==> config.mk <==
export PLATFORM = sky130hd
export DESIGN_NAME = ipd_packet_deframer_flat
export DESIGN_NICKNAME = d
export VERILOG_FILES = /design/src/hw/rtl/ipd_pkg.sv /design/src/hw/rtl/ipd_stream_if.sv /design/src/hw/rtl/ipd_cfg_regs.sv /design/src/hw/rtl/ipd_in_stage.sv /design/src/hw/rtl/ipd_parser.sv /design/src/hw/rtl/ipd_packet_deframer.sv /design/src/flat_wrapper.sv
export SDC_FILE = /design/constraint.sdc
export NUM_CORES = 1
export LEC_CHECK = 0
export BUFFER_PORTS_ARGS = -buffer_cell sky130_fd_sc_hd__buf_4
export CAP_MARGIN = 30
export CORE_ASPECT_RATIO = 2
export CORE_MARGIN = 2
export CORE_UTILIZATION = 40
export CTS_CLUSTER_DIAMETER = 120
export DETAILED_ROUTE_END_ITERATION = 10
export GPL_ROUTABILITY_DRIVEN = 0
export GPL_TIMING_DRIVEN = 1
export PLACE_DENSITY = 0.64
export SETUP_SLACK_MARGIN = 0.05
export SLEW_MARGIN = 5
export SYNTH_ARGS = -nofsm -noshare
export SYNTH_HDL_FRONTEND = slang
export SYNTH_SLANG_ARGS = --single-unit
==> constraint.sdc <==
create_clock -name clk_i -period 2.6 [get_ports clk_i]
set_input_delay 0.39 -clock clk_i [delete_from_list [all_inputs] [get_ports clk_i]]
set_output_delay 0.39 -clock clk_i [all_outputs]
set_load 0.01 [all_outputs]
==> src/hw/rtl/ipd_pkg.sv <==
// shared types, constants and helpers of the packet deframer
package ipd_pkg;

  localparam int unsigned LEN_BITS_DEF = 16;
  localparam int unsigned TICK_W       = 20;
  localparam int unsigned BUF_W        = 16;
  localparam int unsigned ID_W         = 4;
  localparam int unsigned TL_W         = 16;
  localparam int unsigned CFG_DATA_W   = 20;
  localparam int unsigned CFG_IDX_W    = 2;
  localparam int unsigned MARK_LEN     = 5;
  localparam int unsigned MPOS_W       = 3;

  localparam logic [TICK_W-1:0] HDR_TIMEOUT_RST = TICK_W'(1000);
  localparam logic [TICK_W-1:0] PAY_TIMEOUT_RST = TICK_W'(3000);
  localparam logic [BUF_W-1:0]  BUF_SIZE_RST    = BUF_W'(2048);
  localparam logic [ID_W-1:0]   MAX_ID_RST      = ID_W'(4);

  localparam logic [7:0] CH_PLUS  = 8'h2B;
  localparam logic [7:0] CH_COMMA = 8'h2C;
  localparam logic [7:0] CH_COLON = 8'h3A;
  localparam logic [7:0] CH_ZERO  = 8'h30;
  localparam logic [7:0] CH_NINE  = 8'h39;

  localparam logic OP_BYTE = 1'b0;
  localparam logic OP_TICK = 1'b1;

  localparam logic KIND_DATA = 1'b0;
  localparam logic KIND_ERR  = 1'b1;

  typedef enum logic [CFG_IDX_W-1:0] {
    CFG_HDR_TIMEOUT = 2'd0,
    CFG_PAY_TIMEOUT = 2'd1,
    CFG_BUF_SIZE    = 2'd2,
    CFG_MAX_ID      = 2'd3
  } cfg_idx_e;

  typedef enum logic [2:0] {
    ERR_NONE        = 3'd0,
    ERR_BAD_ID      = 3'd1,
    ERR_ZERO_LEN    = 3'd2,
    ERR_HDR_TIMEOUT = 3'd3,
    ERR_PAY_TIMEOUT = 3'd4
  } err_e;

  typedef enum logic [1:0] {
    PH_HUNT    = 2'd0,
    PH_NUM     = 2'd1,
    PH_DELIVER = 2'd2,
    PH_DROP    = 2'd3
  } phase_e;

  typedef struct packed {
    logic [TICK_W-1:0] header_timeout;
    logic [TICK_W-1:0] payload_timeout;
    logic [BUF_W-1:0]  max_payload;
    logic [ID_W-1:0]   max_link_id;
  } cfg_t;

  typedef struct packed {
    logic       op;
    logic [7:0] rx_byte;
  } in_item_t;

  typedef struct packed {
    logic            kind;
    logic [7:0]      data_byte;
    logic [ID_W-1:0] link_id;
    logic            has_link_id;
    logic [TL_W-1:0] total_length;
    logic            last;
    logic [2:0]      error_code;
  } out_item_t;

  // header mark "+IPD,"
  function automatic logic [7:0] mark_char(logic [MPOS_W-1:0] pos);
    logic [7:0] c;
    case (pos)
      3'd0:    c = CH_PLUS;
      3'd1:    c = 8'h49;
      3'd2:    c = 8'h50;
      3'd3:    c = 8'h44;
      3'd4:    c = CH_COMMA;
      default: c = CH_PLUS;
    endcase
    return c;
  endfunction

endpackage

==> src/hw/rtl/ipd_stream_if.sv <==
// valid/ready stream channel carrying one payload item
interface ipd_stream_if #(
  parameter type payload_t = logic
) ();
  logic     valid;
  logic     ready;
  payload_t payload;

  modport source (output valid, output payload, input ready);
  modport sink   (input valid, input payload, output ready);
endinterface

==> src/hw/rtl/ipd_cfg_regs.sv <==
// configuration register file of the packet deframer
module ipd_cfg_regs (
  input  logic                                clk_i,
  input  logic                                rst_ni,
  input  logic                                cfg_we_i,
  input  logic [ipd_pkg::CFG_IDX_W-1:0]       cfg_idx_i,
  input  logic [ipd_pkg::CFG_DATA_W-1:0]      cfg_data_i,
  output ipd_pkg::cfg_t                       cfg_o
);
  import ipd_pkg::*;

  cfg_t cfg_q;

  always_ff @(posedge clk_i or negedge rst_ni) begin
    if (!rst_ni) begin
      cfg_q.header_timeout  <= HDR_TIMEOUT_RST;
      cfg_q.payload_timeout <= PAY_TIMEOUT_RST;
      cfg_q.max_payload     <= BUF_SIZE_RST;
      cfg_q.max_link_id     <= MAX_ID_RST;
    end else if (cfg_we_i) begin
      case (cfg_idx_e'(cfg_idx_i))
        CFG_HDR_TIMEOUT: cfg_q.header_timeout  <= cfg_data_i[TICK_W-1:0];
        CFG_PAY_TIMEOUT: cfg_q.payload_timeout <= cfg_data_i[TICK_W-1:0];
        CFG_BUF_SIZE:    cfg_q.max_payload     <= cfg_data_i[BUF_W-1:0];
        CFG_MAX_ID:      cfg_q.max_link_id     <= cfg_data_i[ID_W-1:0];
        default: begin
        end
      endcase
    end
  end

  assign cfg_o = cfg_q;

endmodule

==> src/hw/rtl/ipd_in_stage.sv <==
// input register stage of the packet deframer
module ipd_in_stage (
  input  logic              clk_i,
  input  logic              rst_ni,
  ipd_stream_if.sink        rx_i,
  output logic              item_valid_o,
  output ipd_pkg::in_item_t item_o,
  input  logic              item_take_i
);
  import ipd_pkg::*;

  logic     valid_q;
  in_item_t item_q;

  // refill in the same cycle the held item is consumed
  assign rx_i.ready = !valid_q || item_take_i;

  always_ff @(posedge clk_i or negedge rst_ni) begin
    if (!rst_ni) begin
      valid_q <= 1'b0;
    end else if (rx_i.ready) begin
      valid_q <= rx_i.valid;
    end
  end

  always_ff @(posedge clk_i) begin
    if (rx_i.ready && rx_i.valid) begin
      item_q <= rx_i.payload;
    end
  end

  assign item_valid_o = valid_q;
  assign item_o       = item_q;

endmodule

==> src/hw/rtl/ipd_parser.sv <==
// header parser, payload counter and result register of the packet deframer
module ipd_parser #(
  parameter int unsigned LEN_BITS = ipd_pkg::LEN_BITS_DEF
) (
  input  logic              clk_i,
  input  logic              rst_ni,
  input  ipd_pkg::cfg_t     cfg_i,
  input  logic              item_valid_i,
  input  ipd_pkg::in_item_t item_i,
  output logic              item_take_o,
  ipd_stream_if.source      res_o
);
  import ipd_pkg::*;

  localparam int unsigned LW = LEN_BITS;
  localparam int unsigned CW = (LW > BUF_W) ? LW : BUF_W;

  phase_e            phase_q, phase_d;
  logic [MPOS_W-1:0] mpos_q, mpos_d;
  logic [LW-1:0]     first_q, first_d;
  logic [LW-1:0]     second_q, second_d;
  logic              stopped_q, stopped_d;
  logic              comma_q, comma_d;
  logic [TICK_W-1:0] tick_q, tick_d;
  logic [LW-1:0]     remain_q, remain_d;
  logic [LW-1:0]     deliver_q, deliver_d;

  logic              res_valid_q;
  out_item_t         res_q;
  logic              has_res;
  out_item_t         res_item;

  logic              fire;
  logic              is_tick;
  logic [7:0]        b;
  logic              is_digit;
  logic [3:0]        digit;
  logic [TICK_W-1:0] tick_inc;
  logic              pay_expired;
  logic              hdr_expired;
  logic              bad_id;
  logic [LW-1:0]     hdr_len;
  logic [BUF_W-1:0]  cap;
  logic [LW-1:0]     capped_len;
  logic              last_byte;
  logic [MPOS_W-1:0] mpos_eff;
  logic              go_hunt;

  function automatic logic [LW-1:0] add_digit(logic [LW-1:0] v, logic [3:0] d);
    logic [LW+3:0] n;
    n = ({4'b0, v} << 3) + ({4'b0, v} << 1) + (LW + 4)'(d);
    // saturate at all ones
    if (|n[LW+3:LW]) begin
      return '1;
    end
    return n[LW-1:0];
  endfunction

  assign fire        = item_valid_i && (!res_valid_q || res_o.ready);
  assign item_take_o = fire;

  assign is_tick  = (item_i.op == OP_TICK);
  assign b        = item_i.rx_byte;
  assign is_digit = (b >= CH_ZERO) && (b <= CH_NINE);
  assign digit    = 4'(b - CH_ZERO);
  assign tick_inc = (tick_q != '1) ? tick_q + TICK_W'(1) : tick_q;

  assign pay_expired = (tick_inc >= cfg_i.payload_timeout);
  assign hdr_expired = (tick_inc >= cfg_i.header_timeout);
  assign bad_id      = comma_q && (first_q > LW'(cfg_i.max_link_id));
  assign hdr_len     = comma_q ? second_q : first_q;
  assign cap         = (cfg_i.max_payload == '0) ? BUF_W'(1) : cfg_i.max_payload;
  assign capped_len  = (CW'(hdr_len) > CW'(cap)) ? LW'(cap) : hdr_len;
  assign last_byte   = (deliver_q <= LW'(1));
  assign mpos_eff    = (mpos_q > MPOS_W'(MARK_LEN - 1)) ? '0 : mpos_q;

  // next state
  always_comb begin
    phase_d   = phase_q;
    mpos_d    = mpos_q;
    first_d   = first_q;
    second_d  = second_q;
    stopped_d = stopped_q;
    comma_d   = comma_q;
    tick_d    = tick_q;
    remain_d  = remain_q;
    deliver_d = deliver_q;
    go_hunt   = 1'b0;

    if (is_tick) begin
      tick_d = tick_inc;
      if (phase_q == PH_DELIVER) begin
        go_hunt = pay_expired;
      end else begin
        go_hunt = hdr_expired;
      end
    end else begin
      case (phase_q)
        PH_NUM: begin
          if (b == CH_COLON) begin
            if (bad_id || (hdr_len == '0)) begin
              go_hunt = 1'b1;
            end else begin
              first_d   = comma_q ? first_q : '0;
              second_d  = hdr_len;
              remain_d  = hdr_len;
              deliver_d = capped_len;
              tick_d    = '0;
              phase_d   = PH_DELIVER;
            end
          end else if ((b == CH_COMMA) && !comma_q) begin
            comma_d   = 1'b1;
            stopped_d = 1'b0;
          end else if (is_digit && !stopped_q) begin
            if (comma_q) begin
              second_d = add_digit(second_q, digit);
            end else begin
              first_d = add_digit(first_q, digit);
            end
          end else if (!is_digit) begin
            stopped_d = 1'b1;
          end
        end
        PH_DELIVER: begin
          if (deliver_q != '0) begin
            deliver_d = deliver_q - LW'(1);
          end
          if (remain_q != '0) begin
            remain_d = remain_q - LW'(1);
          end
          if (last_byte) begin
            if (remain_q > LW'(1)) begin
              phase_d = PH_DROP;
              tick_d  = '0;
            end else begin
              go_hunt = 1'b1;
            end
          end
        end
        PH_DROP: begin
          if (remain_q != '0) begin
            remain_d = remain_q - LW'(1);
          end
          go_hunt = (remain_q <= LW'(1));
        end
        default: begin
          phase_d = PH_HUNT;
          if (b == mark_char(mpos_eff)) begin
            if (mpos_eff == MPOS_W'(MARK_LEN - 1)) begin
              phase_d   = PH_NUM;
              mpos_d    = '0;
              first_d   = '0;
              second_d  = '0;
              stopped_d = 1'b0;
              comma_d   = 1'b0;
            end else begin
              mpos_d = mpos_eff + MPOS_W'(1);
            end
          end else begin
            mpos_d = (b == CH_PLUS) ? MPOS_W'(1) : '0;
          end
        end
      endcase
    end

    if (go_hunt) begin
      phase_d   = PH_HUNT;
      mpos_d    = '0;
      first_d   = '0;
      second_d  = '0;
      stopped_d = 1'b0;
      comma_d   = 1'b0;
      tick_d    = '0;
      remain_d  = '0;
      deliver_d = '0;
    end
  end

  // result of the current item
  always_comb begin
    has_res               = 1'b0;
    res_item.kind         = KIND_ERR;
    res_item.data_byte    = '0;
    res_item.link_id      = '0;
    res_item.has_link_id  = 1'b0;
    res_item.total_length = '0;
    res_item.last         = 1'b0;
    res_item.error_code   = ERR_NONE;

    if (is_tick) begin
      if (phase_q == PH_DELIVER) begin
        if (pay_expired) begin
          has_res               = 1'b1;
          res_item.link_id      = comma_q ? first_q[ID_W-1:0] : '0;
          res_item.has_link_id  = comma_q;
          res_item.total_length = TL_W'(second_q);
          res_item.error_code   = ERR_PAY_TIMEOUT;
        end
      end else if (hdr_expired && (phase_q != PH_DROP)) begin
        has_res             = 1'b1;
        res_item.error_code = ERR_HDR_TIMEOUT;
      end
    end else begin
      case (phase_q)
        PH_NUM: begin
          if (b == CH_COLON) begin
            if (bad_id) begin
              has_res             = 1'b1;
              res_item.error_code = ERR_BAD_ID;
            end else if (hdr_len == '0) begin
              has_res              = 1'b1;
              res_item.link_id     = comma_q ? first_q[ID_W-1:0] : '0;
              res_item.has_link_id = comma_q;
              res_item.error_code  = ERR_ZERO_LEN;
            end
          end
        end
        PH_DELIVER: begin
          has_res               = 1'b1;
          res_item.kind         = KIND_DATA;
          res_item.data_byte    = b;
          res_item.link_id      = comma_q ? first_q[ID_W-1:0] : '0;
          res_item.has_link_id  = comma_q;
          res_item.total_length = TL_W'(second_q);
          res_item.last         = last_byte;
        end
        default: begin
        end
      endcase
    end
  end

  always_ff @(posedge clk_i or negedge rst_ni) begin
    if (!rst_ni) begin
      phase_q   <= PH_HUNT;
      mpos_q    <= '0;
      first_q   <= '0;
      second_q  <= '0;
      stopped_q <= 1'b0;
      comma_q   <= 1'b0;
      tick_q    <= '0;
      remain_q  <= '0;
      deliver_q <= '0;
    end else if (fire) begin
      phase_q   <= phase_d;
      mpos_q    <= mpos_d;
      first_q   <= first_d;
      second_q  <= second_d;
      stopped_q <= stopped_d;
      comma_q   <= comma_d;
      tick_q    <= tick_d;
      remain_q  <= remain_d;
      deliver_q <= deliver_d;
    end
  end

  always_ff @(posedge clk_i or negedge rst_ni) begin
    if (!rst_ni) begin
      res_valid_q <= 1'b0;
    end else if (fire) begin
      res_valid_q <= has_res;
    end else if (res_o.ready) begin
      res_valid_q <= 1'b0;
    end
  end

  always_ff @(posedge clk_i) begin
    if (fire && has_res) begin
      res_q <= res_item;
    end
  end

  assign res_o.valid   = res_valid_q;
  assign res_o.payload = res_q;

  a_deliver_count: assert property (@(posedge clk_i) disable iff (!rst_ni)
    (phase_q == PH_DELIVER) |-> ((deliver_q != '0) && (deliver_q <= remain_q)))
    else $error("deliver count out of range");

  a_drop_pending: assert property (@(posedge clk_i) disable iff (!rst_ni)
    (phase_q == PH_DROP) |-> (remain_q != '0))
    else $error("drop phase with nothing left to drop");

  a_last_leaves: assert property (@(posedge clk_i) disable iff (!rst_ni)
    (fire && !is_tick && (phase_q == PH_DELIVER) && last_byte) |=> (phase_q != PH_DELIVER))
    else $error("still delivering after last byte");

  a_mark_pos: assert property (@(posedge clk_i) disable iff (!rst_ni)
    mpos_q <= MPOS_W'(MARK_LEN - 1))
    else $error("header match position out of range");

  a_data_no_err: assert property (@(posedge clk_i) disable iff (!rst_ni)
    (fire && has_res && (res_item.kind == KIND_DATA)) |=>
      (res_valid_q && (res_q.error_code == ERR_NONE) && (res_q.data_byte == $past(b))))
    else $error("payload result malformed");

endmodule

==> src/hw/rtl/ipd_packet_deframer.sv <==
// top level of the packet deframer
// Takes one transaction per cycle while the result output is not stalled: a
// received modem byte or a timer tick. It hunts for "+IPD," then reads
// "<len>:" or "<id>,<len>:", and streams out up to the configured payload limit
// of bytes per packet with the last one flagged, dropping the rest of the
// announced length. Bad link id, zero length, header timeout and payload timeout
// each give one error transaction. Each input transaction yields zero or one
// result, held first in the input register and then, after the per-byte state
// update, in the result register, which holds off the next transaction until taken.
// Write configuration only while the block is idle.
module ipd_packet_deframer #(
  parameter int unsigned LEN_BITS = ipd_pkg::LEN_BITS_DEF
) (
  input  logic                           clk_i,
  input  logic                           rst_ni,
  input  logic                           cfg_we_i,
  input  logic [ipd_pkg::CFG_IDX_W-1:0]  cfg_idx_i,
  input  logic [ipd_pkg::CFG_DATA_W-1:0] cfg_data_i,
  ipd_stream_if.sink                     rx_i,
  ipd_stream_if.source                   res_o
);
  import ipd_pkg::*;

  cfg_t     cfg;
  logic     item_valid;
  in_item_t item;
  logic     item_take;

  ipd_cfg_regs u_cfg (
    .clk_i      (clk_i),
    .rst_ni     (rst_ni),
    .cfg_we_i   (cfg_we_i),
    .cfg_idx_i  (cfg_idx_i),
    .cfg_data_i (cfg_data_i),
    .cfg_o      (cfg)
  );

  ipd_in_stage u_in (
    .clk_i        (clk_i),
    .rst_ni       (rst_ni),
    .rx_i         (rx_i),
    .item_valid_o (item_valid),
    .item_o       (item),
    .item_take_i  (item_take)
  );

  ipd_parser #(
    .LEN_BITS (LEN_BITS)
  ) u_parser (
    .clk_i        (clk_i),
    .rst_ni       (rst_ni),
    .cfg_i        (cfg),
    .item_valid_i (item_valid),
    .item_i       (item),
    .item_take_o  (item_take),
    .res_o        (res_o)
  );

endmodule
==> src/flat_wrapper.sv <==
// flat-port wrapper written by rule: the top's interface ports become plain ports
module ipd_packet_deframer_flat import ipd_pkg::*;
#(
  parameter int unsigned LEN_BITS = ipd_pkg::LEN_BITS_DEF
)
  (clk_i, rst_ni, cfg_we_i, cfg_idx_i, cfg_data_i, rx_i_valid, rx_i_payload, rx_i_ready, res_o_valid, res_o_payload, res_o_ready);
  ipd_stream_if rx_i_i ();
  ipd_stream_if res_o_i ();
  input  logic clk_i;
  input  logic rst_ni;
  input  logic cfg_we_i;
  input  logic [ipd_pkg::CFG_IDX_W-1:0] cfg_idx_i;
  input  logic [ipd_pkg::CFG_DATA_W-1:0] cfg_data_i;
  input wire logic [$bits(rx_i_i.valid)-1:0] rx_i_valid;
  input wire logic [$bits(rx_i_i.payload)-1:0] rx_i_payload;
  output wire logic [$bits(rx_i_i.ready)-1:0] rx_i_ready;
  output wire logic [$bits(res_o_i.valid)-1:0] res_o_valid;
  output wire logic [$bits(res_o_i.payload)-1:0] res_o_payload;
  input wire logic [$bits(res_o_i.ready)-1:0] res_o_ready;
  assign rx_i_i.valid = rx_i_valid;
  assign rx_i_i.payload = rx_i_payload;
  assign rx_i_ready = rx_i_i.ready;
  assign res_o_valid = res_o_i.valid;
  assign res_o_payload = res_o_i.payload;
  assign res_o_i.ready = res_o_ready;
  ipd_packet_deframer #(.LEN_BITS(LEN_BITS)) u_core (.clk_i(clk_i), .rst_ni(rst_ni), .cfg_we_i(cfg_we_i), .cfg_idx_i(cfg_idx_i), .cfg_data_i(cfg_data_i), .rx_i(rx_i_i), .res_o(res_o_i));
endmodule
**Word-level counts from Yosys, hierarchy flattened**

Index checks and enable logic that the tools add are counted.

- Memories kept: 0
- Word-level logic and storage cells: 139
- ROM bits: 0
- Memory bits (writable): 0
- Bits in registers: 78
- Output and inout bits: 3
- Latch bits: 0

- Mux-type cells: 56
- Bitwise gates (word level): 0
- Div/mod/pow operators: 0
- Add/sub/neg operators: 8
- Reduce and logical (&&, ||, !) cells: 33
- Magnitude comparators: 7
- Shift operators: 0
- Equal/unequal tests: 23
- $mul: 0

Operators with widths:

| kind | count |
|---|---|
| $mux 16 | 19 |
| $pmux 16 s2 | 2 |
| $add 19x17->20 | 2 |
| $add 20x4->20 | 2 |
| $le 16x1->1 const B | 2 |
| $reduce_bool 16->1 | 2 |
| $sub 16x1->16 const B | 2 |
| $pmux 7 s4 | 1 |
| $ne 3x3->1 const B | 9 |
| $reduce_and 6->1 | 4 |
| $mux 1 | 22 |
| $gt 16x1->1 const B | 1 |
| $gt 16x4->1 | 1 |
| $logic_not 16->1 | 1 |
| $mux 3 | 5 |
| $reduce_and 5->1 | 3 |
| $reduce_bool 3->1 | 4 |
| $eq 1x8->1 | 1 |
| $mux 8 | 1 |
| $reduce_or 4->1 | 2 |
| $eq 2x2->1 const B | 3 |
| $eq 3x2->1 const B | 2 |
| $ge 1x6->1 const B | 1 |
| $le 1x6->1 const B | 1 |
| 19 further kinds | 34 |

**Longest topological paths before layout**

Gate-level depths: netlist (run 1).

- Depth in word-level cells: 12
- Gate-level depth with buffers: 8
- Gate-level depth less buffers: 7

**By module**

A second synthesis (run 1) with hierarchy kept.

- Cell total of the unflattened synthesis: 1,342
- Area total of the unflattened synthesis: 12,410.7 um^2

Modules (own cells, without submodules):

| module | cells each | instances | area an instance (um^2) |
|---|---|---|---|
| ipd_parser | 1,199 | 1 | 9,980.8 |
| ipd_cfg_regs | 129 | 1 | 2,282.2 |
| ipd_in_stage | 14 | 1 | 147.6 |

**Least setup slack after synthesis (run 1)**

OpenSTA, ideal clock, no wires.

- Kind: reg2reg
- Start: reg u_core.u_parser.remain_q[2]
- End: reg u_core.u_parser.deliver_q[7]
- Buffers on the path: 1
- Arrival: 1,997 ps
- Cell stages (with the launch flop): 7
- Slack: 476 ps
- Required time: 2,473 ps
- Library setup time: 127 ps
- Clock period less this slack: 2,124 ps
- Cell sequence: dfrtp_1 > or4_4 > nor4_4 > nand4_2 > nor3_4 > buf_6 > a21oi_1

- Cells in the longest elaborated chain, start to end: 6

RTL lines:

| what | RTL line | RTL |
|---|---|---|
| from (decl) | ipd_parser.sv:25 | `logic [LW-1:0] remain_q, remain_d;` |
| from (signal assigned) | ipd_parser.sv:252 | `remain_q <= remain_d;` |
| $gt 16x1->1 | ipd_parser.sv:132 | `if (remain_q > LW'(1)) begin` |
| $mux 1 | ipd_parser.sv:132 |  |
| $mux 1 | ipd_parser.sv:131 | `if (last_byte) begin` |
| $pmux 1 s2 * | ipd_parser.sv:98 | `case (phase_q)` |
| $ne 3x3->1 (no source line), or another cell as far along | - |  |
| $reduce_and 5->1 (no source line) | - |  |
| to (signal assigned) | ipd_parser.sv:253 | `deliver_q <= deliver_d;` |
| to (decl) | ipd_parser.sv:26 | `logic [LW-1:0] deliver_q, deliver_d;` |

Every way passes the cells marked *; elsewhere a longest branch is shown, timed or not.
A chain may end at the register's enable or synchronous reset.

**Worst setup path after layout (run 1)**

- Start: reg u_core.u_parser.remain_q[2]
- End: reg u_core.u_parser.remain_q[0]

- Cells in the longest elaborated chain, start to end: 6

RTL lines:

| what | RTL line |
|---|---|
| $gt 16x1->1 | ipd_parser.sv:132 |
| $mux 1 | ipd_parser.sv:132 |
| $mux 1 | ipd_parser.sv:131 |
| $pmux 1 s2 | ipd_parser.sv:98 |
| $ne 3x1->1 (no source line), or another cell as far along | - |
| $reduce_and 5->1 (no source line) | - |

Several ways; a longest one is shown, not always the timed one.

==> results of run 1 <==
-- layout make-up --
class / instances / area (um2)
well taps: 58 / 72.57
inverters: 4 / 15.01
fillers: 554 / 2808
multi-input cells: 172 / 1116
clock inverters: 2 / 10.01
clock buffers: 6 / 82.58
repair buffers: 10 / 87.58
flip-flops and latches: 36 / 900.9
-- worst max-delay path, delay by kind of cell (launching register included) --
kind / cells / cell delay (ns)
and+or+nand+nor: 4 / 1.41
buffers and inverters: 1 / 0.22
AOI/OAI and AO/OA: 1 / 0.08
DFF: 1 / 0.46
-- flip-flops by register name, indices dropped and copies added, names as in the netlist --
name and flops:
u_core.u_parser.deliver_q 16, u_core.u_parser.remain_q 16, u_core.u_parser.phase_q 2, u_core.u_in.item_valid_o 1
u_core.u_parser.res_o.valid 1
-- path summary, 6_finish.rpt --
kind	startpoint	endpoint	slack [ns]	depth (start not counted)
worst max-delay path	u_core.u_parser.remain_q[2]	u_core.u_parser.remain_q[0]	0.31	6
worst min-delay path	rst_ni	u_core.u_parser.deliver_q[10]	0.06	1
worst max register to register	u_core.u_parser.remain_q[2]	u_core.u_parser.remain_q[0]	0.31	6
worst min register to register	u_core.u_parser.res_o.valid	u_core.u_parser.res_o.valid	0.53	2
max in group asynchronous	rst_ni	u_core.u_parser.deliver_q[1]	2.21	1
min in group clk_i	rx_i_valid	u_core.u_in.item_valid_o	0.30	2
-- through the flow --
stage / utilization (%) / power, mW / hold WS, ns / area, um2 / std cells
floorplan: - / 0.5756 / 0.09441 / 2090 / 220
global placement: 43.05 / 0.5897 / 0.3789 / 2192 / 280
detailed placement: 43.05 / 0.5901 / 0.3823 / 2192 / 280
CTS: 44.86 / 1.010 / 0.06884 / 2285 / 288
global route: 44.86 / 1.026 / 0.09223 / 2285 / 288
finish: 44.86 / 0.9877 / 0.06248 / 2285 / 288
-- report_power, final --
part           internal (mW)  switching, mW
Sequential             0.560       0.000844
Clock                  0.211          0.198
Combinational        0.00365         0.0131
-- cells in the mapped netlist, types with 3 or more instances --
master,instances
buf_6,3
clkbuf_1,3
dfrtp_1,36
ha_1,6
inv_1,4
nand2_1,10
nand3_1,12
nand4_1,17
nor2_1,42
nor3_1,9
nor4_1,7
xor2_1,24
-- cells by family (layout without fill, tap and decap cells) --
group                      Yosys count  count (layout)  synth area share (%)
muxes                                3               3                 1.497
and+or+nand+nor                    124             124                 33.17
DFF                                 36              36                 43.11
adders and majority gates            6               6                 3.593
other                                1               1                0.1795
xor gates and xnor gates            24              24                 10.06
AOI/OAI and AO/OA                   14              14                 4.911
buffers and inverters               12              22                 3.473
-- metal layers --
| metal | vias to the layer above | track usage (%) |
|---|---|---|
| met1 | 792 | 18.00 |
| met3 | 19 | 2.388 |
| met5 | - | 0 |
| met2 | 25 | 34.18 |
| met4 | 0 | 10.28 |
| li1 | 801 | - |
==> impl.org, run 1 <==
** Timing
- Setup skew after layout :: 0.005529 ns
- Setup repair after global routing left no endpoint under its margin.
- At the pin with the least slew margin, the transition time is 0.5942 ns.
- Max-slew headroom :: 60.24%
- Setup slack closes at 0.3126 ns.
- Setup violations, final :: 0
- The number of hold violations in the final report came to 0.
- Period utilization :: 87.98%
- Static timing analysis puts the maximum clock frequency at 437.2 MHz.
- The routed design could run at a clock period as short as 2.287 ns.
- Count of final max-slew check failures :: 0
- Total Negative Setup Slacks :: 0 ns

** Route
- Using the TritonRoute via totals, the vias-per-cell ratio works out to 5.684.
- The count of nets left with antenna violations once routing finished came out at 0.
- DR WL/cell :: 15.70 um
- The routed layout has 1,637 vias.
- Detailed Route WL :: 4.521 mm
- DRC violations left :: 0
- For this block, the initial DRC count from the detailed router was 32.
- The detailed router put a total of 1.590 mm of wire on met1.
- The highest metal layer carrying signal wires in the routed design is met4.
- Detailed-routing iteration count for the pre-antenna-repair pass :: 4
- Met3 Wirelength :: 63 um
- Detail Route met2 WL :: 2.684 mm

** Clock network
- Clock Tree Buf Depth :: 2
- In this run, CTS created clock tree buffers numbering 5.
- Latest clock arrival within the worst-skew pair :: 0.28 ns
- Post-CTS repair changed the size of 0 cells.
- Library cell used as clock root buffer :: clkbuf_8
- Clk pin slew, worst setup/hold paths :: 0.07 ns
- Number of setup buffers added after CTS :: 0
- Clk sinks :: 36
- The H-tree was split into 2 levels.
- TritonCTS built the clock tree.
- The number of hold buffers added after CTS was 0.

** Power and ir drop
- Power density over cell area :: 432.3 nW/um2
- Static Leak :: 1.064 nW
- VDD sags by at most 0.0003735 V.

** Setup path
- Crit path kind :: reg -> reg
- The signal on the critical path passes through or4_4 -> nor4_4 -> nand4_2 -> nor3_4 -> buf_4 -> o22ai_1.
- Critical path capture point type :: register
- Along the worst path, the maximum fanout reaches 11.
- On the worst path, the slowest cell contributes a delay of 0.61 ns.
- WP data arrival :: 2.45 ns
- Critical Path RT :: 2.77 ns
- Category of the worst setup path launch point :: register
- Critical Path Slowest Stage Cell :: or4_4

** Hold path
- Path type of the worst min-delay path :: in -> async

** Outcome
- The flow ran to the end, and the final reports show no timing, DRC or antenna violations.

** Synth
- Synthesis warning total :: 0
- Averaged over all synthesized cells, the footprint is 9.498 um2.
- Summed over its instances, the top area cell type makes up 43.11% of the synthesized netlist area.
- Summed over all instances, the cell type with the most area after synthesis is dfrtp_1.
- Netlist Area Pre-Place :: 2090 um2
- By area the synthesized netlist is led by dfrtp_1 (43%), xor2_1 (10%), nor2_1 (7.5%), nand4_1 (5.1%), ha_1 (3.6%).
- Synth Instances :: 220
- Fraction of the yosys area taken by sequential cells :: 43.11%
- Counting flops and latches in the post-synthesis netlist gives 36.
- Post-synth EDFFs :: 0
- Dominant synthesized flop cell :: dfrtp_1
- The number of nets in the synthesized netlist is 254.
- In the synthesized netlist the async set-or-reset flop fraction comes to 100.0%.
- Synthesis instantiated 45 different standard cells from the library.

** Placement
- Count of buffers inserted at the top-level ports :: 5
- Detailed Place HPWL :: 3.334 mm
- OpenSTA, run right after detailed placement, puts the worst setup slack at 0.3223 ns.

** Global routing
- Entering global routing, the biggest net connects 37 pins.
- Overall Global Routing Usage :: 18.51%
- Residual overflow from global routing :: 0
- The via count of the first global-routing pass was 1,771.
- Global-route wire length before repair :: 8.031 mm
- The initial antenna violation count was 0.

** Flow run
- Maximum capacitance violations :: 0

** Finish
- Number of nets in the finished design :: 263
- The post-route netlist has 13.04% of its cells at a drive strength greater than 1.
- Area grow syn2layout :: 9.341%
- Commonest non-fill, non-tap cells in the layout :: nor2_1 (42), dfrtp_1 (36), xor2_1 (24)
- 0 antenna diodes ended up in the layout.
- The library cell used most frequently in the layout, excluding fill and tap cells, is nor2_1.

** Floorplan
- The floorplan step set the die width to 55.11 um.
- The die is 106.2 um tall.
- The floorplan step defined a die boundary enclosing 5853 um2.
- Core area :: 5092 um2
- Number of top-level pins :: 31
- The floorplan has 37 rows.
- The initial utilization of the core area, before any placement, comes to 41.03%.
No activity file was read; power rests on OpenSTA's default activity.
==> run 2: changes to the inputs <==
--- a/config.mk
+++ b/config.mk
@@ -8,13 +8,12 @@
 export BUFFER_PORTS_ARGS = -buffer_cell sky130_fd_sc_hd__buf_4
 export CAP_MARGIN = 30
 export CORE_ASPECT_RATIO = 2
-export CORE_MARGIN = 2
 export CORE_UTILIZATION = 40
 export CTS_CLUSTER_DIAMETER = 120
 export DETAILED_ROUTE_END_ITERATION = 10
 export GPL_ROUTABILITY_DRIVEN = 0
 export GPL_TIMING_DRIVEN = 1
-export PLACE_DENSITY = 0.64
+export PLACE_DENSITY = 0.67
 export SETUP_SLACK_MARGIN = 0.05
 export SLEW_MARGIN = 5
 export SYNTH_ARGS = -nofsm -noshare
==> constraint.sdc (replaced) <==
create_clock -name clk_i -period 2.1 [get_ports clk_i]
set_input_delay 0.315 -clock clk_i [delete_from_list [all_inputs] [get_ports clk_i]]
set_output_delay 0.315 -clock clk_i [all_outputs]
set_load 0.01 [all_outputs]
==> impl.org, run 2 (synthesis results as in run 1) <==
** Outcome
- Status :: finished, final reports clean

** Finish
- Biggest registers after layout :: u_core.u_parser.deliver_q: 16 flops, u_core.u_parser.remain_q: 16 flops, u_core.u_parser.phase_q: 2 flops
- Proportion of layout cells with a drive suffix above 1 :: 30.35%
- Area grow syn2layout :: 31.20%
- The repair_antennas step left the layout with diodes totalling 0.
- Commonest non-fill, non-tap cells in the layout :: dfrtp_1 (35), buf_4 (26), nor2_1 (23), xor2_1 (23), nand4_1 (17)
- For this run, the post-layout net count is 290.
- Combined flip-flop and latch cell area :: 902.1 um2
- Summing all multi-input logic gate instances after layout gives 1226 um2.
- Fill cells in the final layout number 445.
- The library cell used most frequently in the layout, excluding fill and tap cells, is dfrtp_1.

** Placement
- The count of buffers added on input and output ports is 5.
- Detailed Place HPWL :: 3.334 mm

** Timing
- Setup violations remaining at the end of the flow were counted as 0.
- Derived from the worst setup path, the maximum achievable clock frequency is 477.5 MHz.
- Setup skew after layout :: 0.007265 ns
- The number of hold violations in the final report is 0.
- Hold slack final :: 0.2135 ns
- Count of final max-slew check failures :: 0
- Measured slew at the worst slew-check pin :: 0.5886 ns
- Period minus WS final :: 2.094 ns
- Total Negative Setup Slacks :: 0 ns
- Setup repair after global routing missed its margin :: yes
- Max-slew headroom :: 60.68%
- Period utilization :: 99.73%

** Setup path
- The startpoint identified for the worst register-to-register timing path is u_core.u_parser.remain_q[2].
- Critical path capture point type :: register
- WP data arrival :: 2.28 ns
- Along the worst path, the maximum fanout reaches 3.
- The worst register-to-register path has a setup slack of 0.006 ns.
- STA puts the critical path data required time at 2.28 ns.
- The endpoint identified for the worst register-to-register timing path is u_core.u_parser.phase_q[1].
- Crit path kind :: reg -> reg
- Worst-case reg-to-reg path depth :: 6
- The worst setup path is launched from a register.

** Floorplan
- Chip height :: 104.2 um
- Pin placement for this block handled 31 I/O pins.
- The floorplan step defined a die boundary enclosing 5534 um2.
- The initialized floorplan defines 36 standard-cell rows.
- After floorplanning, the core was sized to cover 4955 um2.
- The floorplan step set the die width to 53.11 um.
- For this configuration, the core starts out at a cell density of 42.17%.

** Hold path
- The startpoint identified for the worst hold timing path is rx_i_valid.
- Path type of the worst min-delay path :: in -> reg
- The worst hold path passes through 2 cells.
- The worst hold path terminates at u_core.u_in.item_valid_o.

** Global routing
- Global routing usage on met2 :: 35.71%
- Global-route wire length before repair :: 8.273 mm
- Global routing finished with a remaining overflow of 0.
- Overall Global Routing Usage :: 20.27%
- GR met1 Demand/Resource :: 20.08%
- Entering global routing, the biggest net connects 37 pins.
- Vias in the first global route :: 1,893
- Met3 demand-to-capacity share in global routing :: 2.632%
- Initial antenna violation count :: 0
- Global route hottest layer :: met2

** Clock network
- Latest clock arrival within the worst-skew pair :: 0.30 ns
- Clk sinks :: 36
- CTS built an H-tree with a depth of 2.
- Clock-pin slew was measured on the worst setup and hold paths at 0.07 ns.
- CTS tree :: done
- Library cell used as clock root buffer :: clkbuf_8
- Clock Tree Buf Depth :: 2
- Total clock buffers created by CTS :: 5

** Power and ir drop
- Per report_power, the sequential group accounts for 44.0% of the total.
- Static Leak :: 1.224 nW
- The clock network burns 54.6% of the power.
- Net switching is 18.10% of the power.
- IR analysis of the VDD net gives a maximum drop of 0.0005872 V.
- Comb power frac :: 1.4%
- The internal portion of the total power is 1.293 mW.
- For this design the total switching power over the nets is 0.2859 mW.
- Power density over cell area :: 576.1 nW/um2

** Route
- Detailed Route WL :: 5.236 mm
- In this run the remaining antenna-violating nets after routing total 0.
- Via count :: 1,809
- For this run, design rule violations remaining after detail routing come to 0.
- DR WL/cell :: 16.68 um
- 1st-iter DRT viols :: 50
- Vias per std cell :: 5.761
- Detailed-routing iteration count for the pre-antenna-repair pass :: 4

** Flow run
- Maximum capacitance violations :: 0
[run 2: through the flow]
stage | cell area (um2) | total power [mW] | setup WS (ns) | cells | utilization (%)
CTS | 2557 | 1.583 | 0.02945 | 310 | 51.62
floorplan | 2090 | 0.7126 | 0.1041 | 220 | -
global route | 2741 | 1.636 | -0.05408 | 314 | 55.33
detailed placement | 2303 | 0.7304 | 0.04700 | 294 | 46.49
finish | 2741 | 1.579 | 0.005647 | 314 | 55.33
global placement | 2303 | 0.7304 | 0.06815 | 294 | 46.49
[run 2: power groups by stage]
stage | Sequential [mW] | Clock (mW) | Combinational (mW)
3_3_place_gp | 0.708 | 0 | 0.0220
4_1_cts | 0.695 | 0.865 | 0.0234
6_report | 0.695 | 0.863 | 0.0222
3_5_place_dp | 0.708 | 0 | 0.0220
2_1_floorplan | 0.708 | 0 | 0.00433
5_1_grt | 0.695 | 0.916 | 0.0259
[run 2: worst max-delay path by stage]
stage	startpoint	end	slack, ns	cells after the start
finish	u_core.u_parser.remain_q[2]	u_core.u_parser.phase_q[1]	0.006	6
global route	u_core.u_parser.remain_q[2]	u_core.u_parser.phase_q[1]	-0.05	6
floorplan	u_core.u_parser.remain_q[2]	u_core.u_parser.deliver_q[7]	0.10	6
CTS	u_core.u_parser.remain_q[2]	u_core.u_parser.remain_q[1]	0.03	7
detailed placement	u_core.u_parser.remain_q[2]	u_core.u_parser.remain_q[1]	0.05	6
global placement	u_core.u_parser.remain_q[2]	u_core.u_parser.remain_q[1]	0.07	6
[run 2: cell type report]
type	count	area share (%)
tap	57	2.602
multi-input combinational	172	44.73
clock inverter	3	3.286
inverter	4	0.5477
timing repair buffer	37	13.42
sequential	36	32.91
clock buffer	5	2.510
[run 2: routing by layer]
layer	vias to the layer above	part of all wire (%)
li1	851	-
met1	899	34
met2	36	59
met3	23	1.7
met4	0	5.0
met5	-	0
[run 2: worst max-delay path, cell delays in order, from the launching register on]
cell and delay (ns):
dfrtp_1 0.39, or4_4 0.58, buf_4 0.17, nor3_2 0.14, nand4_1 0.16, or3_1 0.36, and2_1 0.18
[run 2: timing repair]
item	in CTS	in global routing
endpoints found under the setup margin	14	34
cloned	1	2
setup buffers	6	4
endpoints found under the hold margin	36	0
gates resized for setup	2	37
hold buffers	1	0
pin swaps	1	16
==> run 3: changes to the inputs <==
--- a/config.mk
+++ b/config.mk
@@ -8,12 +8,12 @@
 export BUFFER_PORTS_ARGS = -buffer_cell sky130_fd_sc_hd__buf_4
 export CAP_MARGIN = 30
 export CORE_ASPECT_RATIO = 2
-export CORE_UTILIZATION = 40
+export CORE_UTILIZATION = 50
 export CTS_CLUSTER_DIAMETER = 120
 export DETAILED_ROUTE_END_ITERATION = 10
 export GPL_ROUTABILITY_DRIVEN = 0
 export GPL_TIMING_DRIVEN = 1
-export PLACE_DENSITY = 0.67
+export PLACE_DENSITY = 0.79
 export SETUP_SLACK_MARGIN = 0.05
 export SLEW_MARGIN = 5
 export SYNTH_ARGS = -nofsm -noshare
==> impl.org, run 3 (synthesis results as in run 1) <==
** Outcome
- Status :: finished, final reports clean

** Power and ir drop
- Switching part of the total :: 22.04%
- The internal power of the cells totals 0.9614 mW.
- Total power consumption of the routed design :: 1.233 mW
- Net Switching :: 0.2718 mW
- Sequential cell fraction of total power :: 56.4%
- Per report_power, the combinational group accounts for 1.8% of the total.
- Static Leak :: 1.148 nW
- Power spread over the standard cell area amounts to 509.3 nW/um2.
- In this run, the clock network consumes 41.9% of the power.
- IR analysis of the VDD net gives a maximum drop of 0.0003871 V.

** Finish
- Most frequent standard cell in the layout excluding fill and tap cells :: nor2_1
- Biggest registers after layout :: u_core.u_parser.deliver_q: 16 flops, u_core.u_parser.remain_q: 16 flops, u_core.u_parser.phase_q: 2 flops
- Number of nets in the finished design :: 279
- Commonest non-fill, non-tap cells in the layout :: nor2_1 (41), dfrtp_1 (36), xor2_1 (24)
- With fillers left out, the area of the finished cells amounts to 2421 um2.
- Number of inserted filler cells in the final layout :: 379
- Proportion of layout cells with a drive suffix above 1 :: 19.51%
- Post-route non-filler standard cell count :: 297
- The area growth from synthesis to layout is 15.87%.
- Number of diodes added for antenna fixing :: 0

** Floorplan
- Chip height :: 93.42 um
- Number of top-level pins :: 31
- The die is 47.71 um wide.
- Starting density of the core :: 53.25%
- Number of standard-cell rows in the floorplan :: 32
- Core area :: 3924 um2
- DIE AREA :: 4457 um2

** Setup path
- Of all nets on the critical path, the largest fanout is 21.
- Critical path capture point type :: register
- WP data arrival :: 2.25 ns
- Walking the worst path, the cells encountered are or4_4 -> nor4_4 -> nand4_2 -> nor3_4 -> buf_12 -> o22ai_2.
- The worst setup path is launched from a register.
- Crit path kind :: reg -> reg
- The slowest stage of the critical path is the or4_4 cell.
- The largest single stage delay on the critical path is 0.59 ns.
- Buffering stage count on the worst path with inverters included :: 1
- STA puts the critical path data required time at 2.27 ns.
- Grouping stages by cell kind, the critical path spends the most delay in simple AND/OR/NAND/NOR gates.

** Route
- The count of nets left with antenna violations once routing finished came out at 0.
- DR WL/cell :: 15.33 um
- Detailed-routing iteration count for the pre-antenna-repair pass :: 4
- For this run, design rule violations remaining after detail routing come to 0.
- In this run, the number of DRC markers left after iteration 0 of detailed routing was 40.
- Vias per std cell :: 5.791
- Via count :: 1,720
- Summed over all layers, the routed wires come to 4.552 mm.

** Placement
- Count of buffers inserted at the top-level ports :: 5
- After legalization and detailed placement, the total HPWL measured 3.234 mm.
- Dpl cells :: 287
- Timing analysis after detailed placement gives a worst setup slack of 0.04060 ns.
- Placed Area :: 2288 um2

** Global routing
- Entering global routing, the biggest net connects 37 pins.
- Residual overflow from global routing :: 0
- For this run, the total global-route usage over all layers was measured as 24.56%.
- The via count of the first global-routing pass was 1,842.
- The first global-routing pass estimated 7.907 mm of wire.
- The initial antenna violation count was 0.

** Timing
- The count of final max-slew check failures is 0.
- For the final database, setup skew stands at 0.008653 ns.
- Max-slew headroom :: 64.82%
- Period minus WS final :: 2.074 ns
- Setup violations, final :: 0
- Period utilization :: 98.75%
- The number of hold violations in the final report was 0.
- Final WS setup :: 0.02620 ns
- Upper clock frequency limit :: 482.2 MHz
- Setup repair after global routing missed its margin :: yes
- Measured slew at the worst slew-check pin :: 0.5254 ns

** Flow run
- Maximum capacitance violations :: 0

** Clock network
- The H-tree generated during clock tree synthesis spans 2 levels.
- CTS tree :: done
- Latest clock arrival within the worst-skew pair :: 0.29 ns
- The tree is rooted in a clkbuf_8.
- Clk pin slew, worst setup/hold paths :: 0.07 ns
- In this run, CTS created clock tree buffers numbering 5.
- Clock Tree Buf Depth :: 2
- Clk sinks :: 36

** Hold path
- Path type of the worst min-delay path :: in -> reg
==> run 3: changes by cell type in the layout (fill, tap and decap cells not counted), sizes merged <==
cell    previous run  this run
clkinv             0         2
buf               34        25
bufinv             3         0
clkbuf             7         6
==> run 3: power by group through the flow <==
stage | registers [mW] | logic, mW | clock network [mW]
floorplan | 0.708 | 0.00433 | 0
global placement | 0.708 | 0.0213 | 0
detailed placement | 0.708 | 0.0219 | 0
CTS | 0.695 | 0.0233 | 0.531
global route | 0.695 | 0.0261 | 0.557
finish | 0.695 | 0.0219 | 0.516
==> run 3: what timing repair did <==
| item | in CTS | in global routing |
|---|---|---|
| endpoints found under the hold margin | 36 | 0 |
| setup endpoints to repair | 11 | 33 |
| cloned | 0 | 0 |
| setup buffers | 0 | 1 |
| gates resized for setup | 0 | 5 |
| hold buffers | 1 | 0 |
==> run 3: worst register-to-register path: stages (launching register included) <==
cell	delay, ns
dfrtp_1	0.40
or4_4	0.59
nor4_4	0.20
nand4_2	0.21
nor3_4	0.30
buf_12	0.21
o22ai_2	0.07
==> run 3: area by class of cell <==
class,count,area (um2),area share [%]
clock inverter,2,10.01,0.4134
sequential,36,900.9,37.21
inverter,4,15.01,0.6202
multi-input combinational,172,1135,46.87
tap,51,63.81,2.636
clock buffer,6,82.58,3.411
timing repair buffer,26,214.0,8.837
==> run 3: metal layers <==
layer | GRT usage [%] | up-vias | part of all wire [%]
li1 | - | 831 | -
met1 | 24.97 | 838 | 36
met2 | 42.00 | 32 | 57
met3 | 4.440 | 19 | 2.1
met4 | 15.74 | 0 | 4.7
met5 | 0 | - | 0
==> run 3: final timing paths <==
path	slack, ns	endpoint	depth (start not counted)	startpoint
hold / removal	0.22	u_core.u_in.item_valid_o	2	rx_i_valid
setup reg to reg	0.03	u_core.u_parser.deliver_q[0]	6	u_core.u_parser.remain_q[2]
hold reg to reg	0.54	u_core.u_parser.res_o.valid	2	u_core.u_parser.res_o.valid
min in group asynchronous	0.51	u_core.u_parser.deliver_q[4]	2	rst_ni
max in group asynchronous	1.25	u_core.u_parser.deliver_q[8]	2	rst_ni
setup / recovery	0.03	u_core.u_parser.deliver_q[0]	6	u_core.u_parser.remain_q[2]
==> run 3: per-stage QoR <==
stage / utilization, % / setup TNS (ns) / hold WS (ns)
after global placement: 58.32 / 0 / 0.2997
after CTS: 60.94 / 0 / 0.2197
after floorplan: - / 0 / 0.01941
after global routing: 61.70 / -0.1052 / 0.2258
final: 61.70 / 0 / 0.2248
after detailed placement: 58.32 / 0 / 0.3045
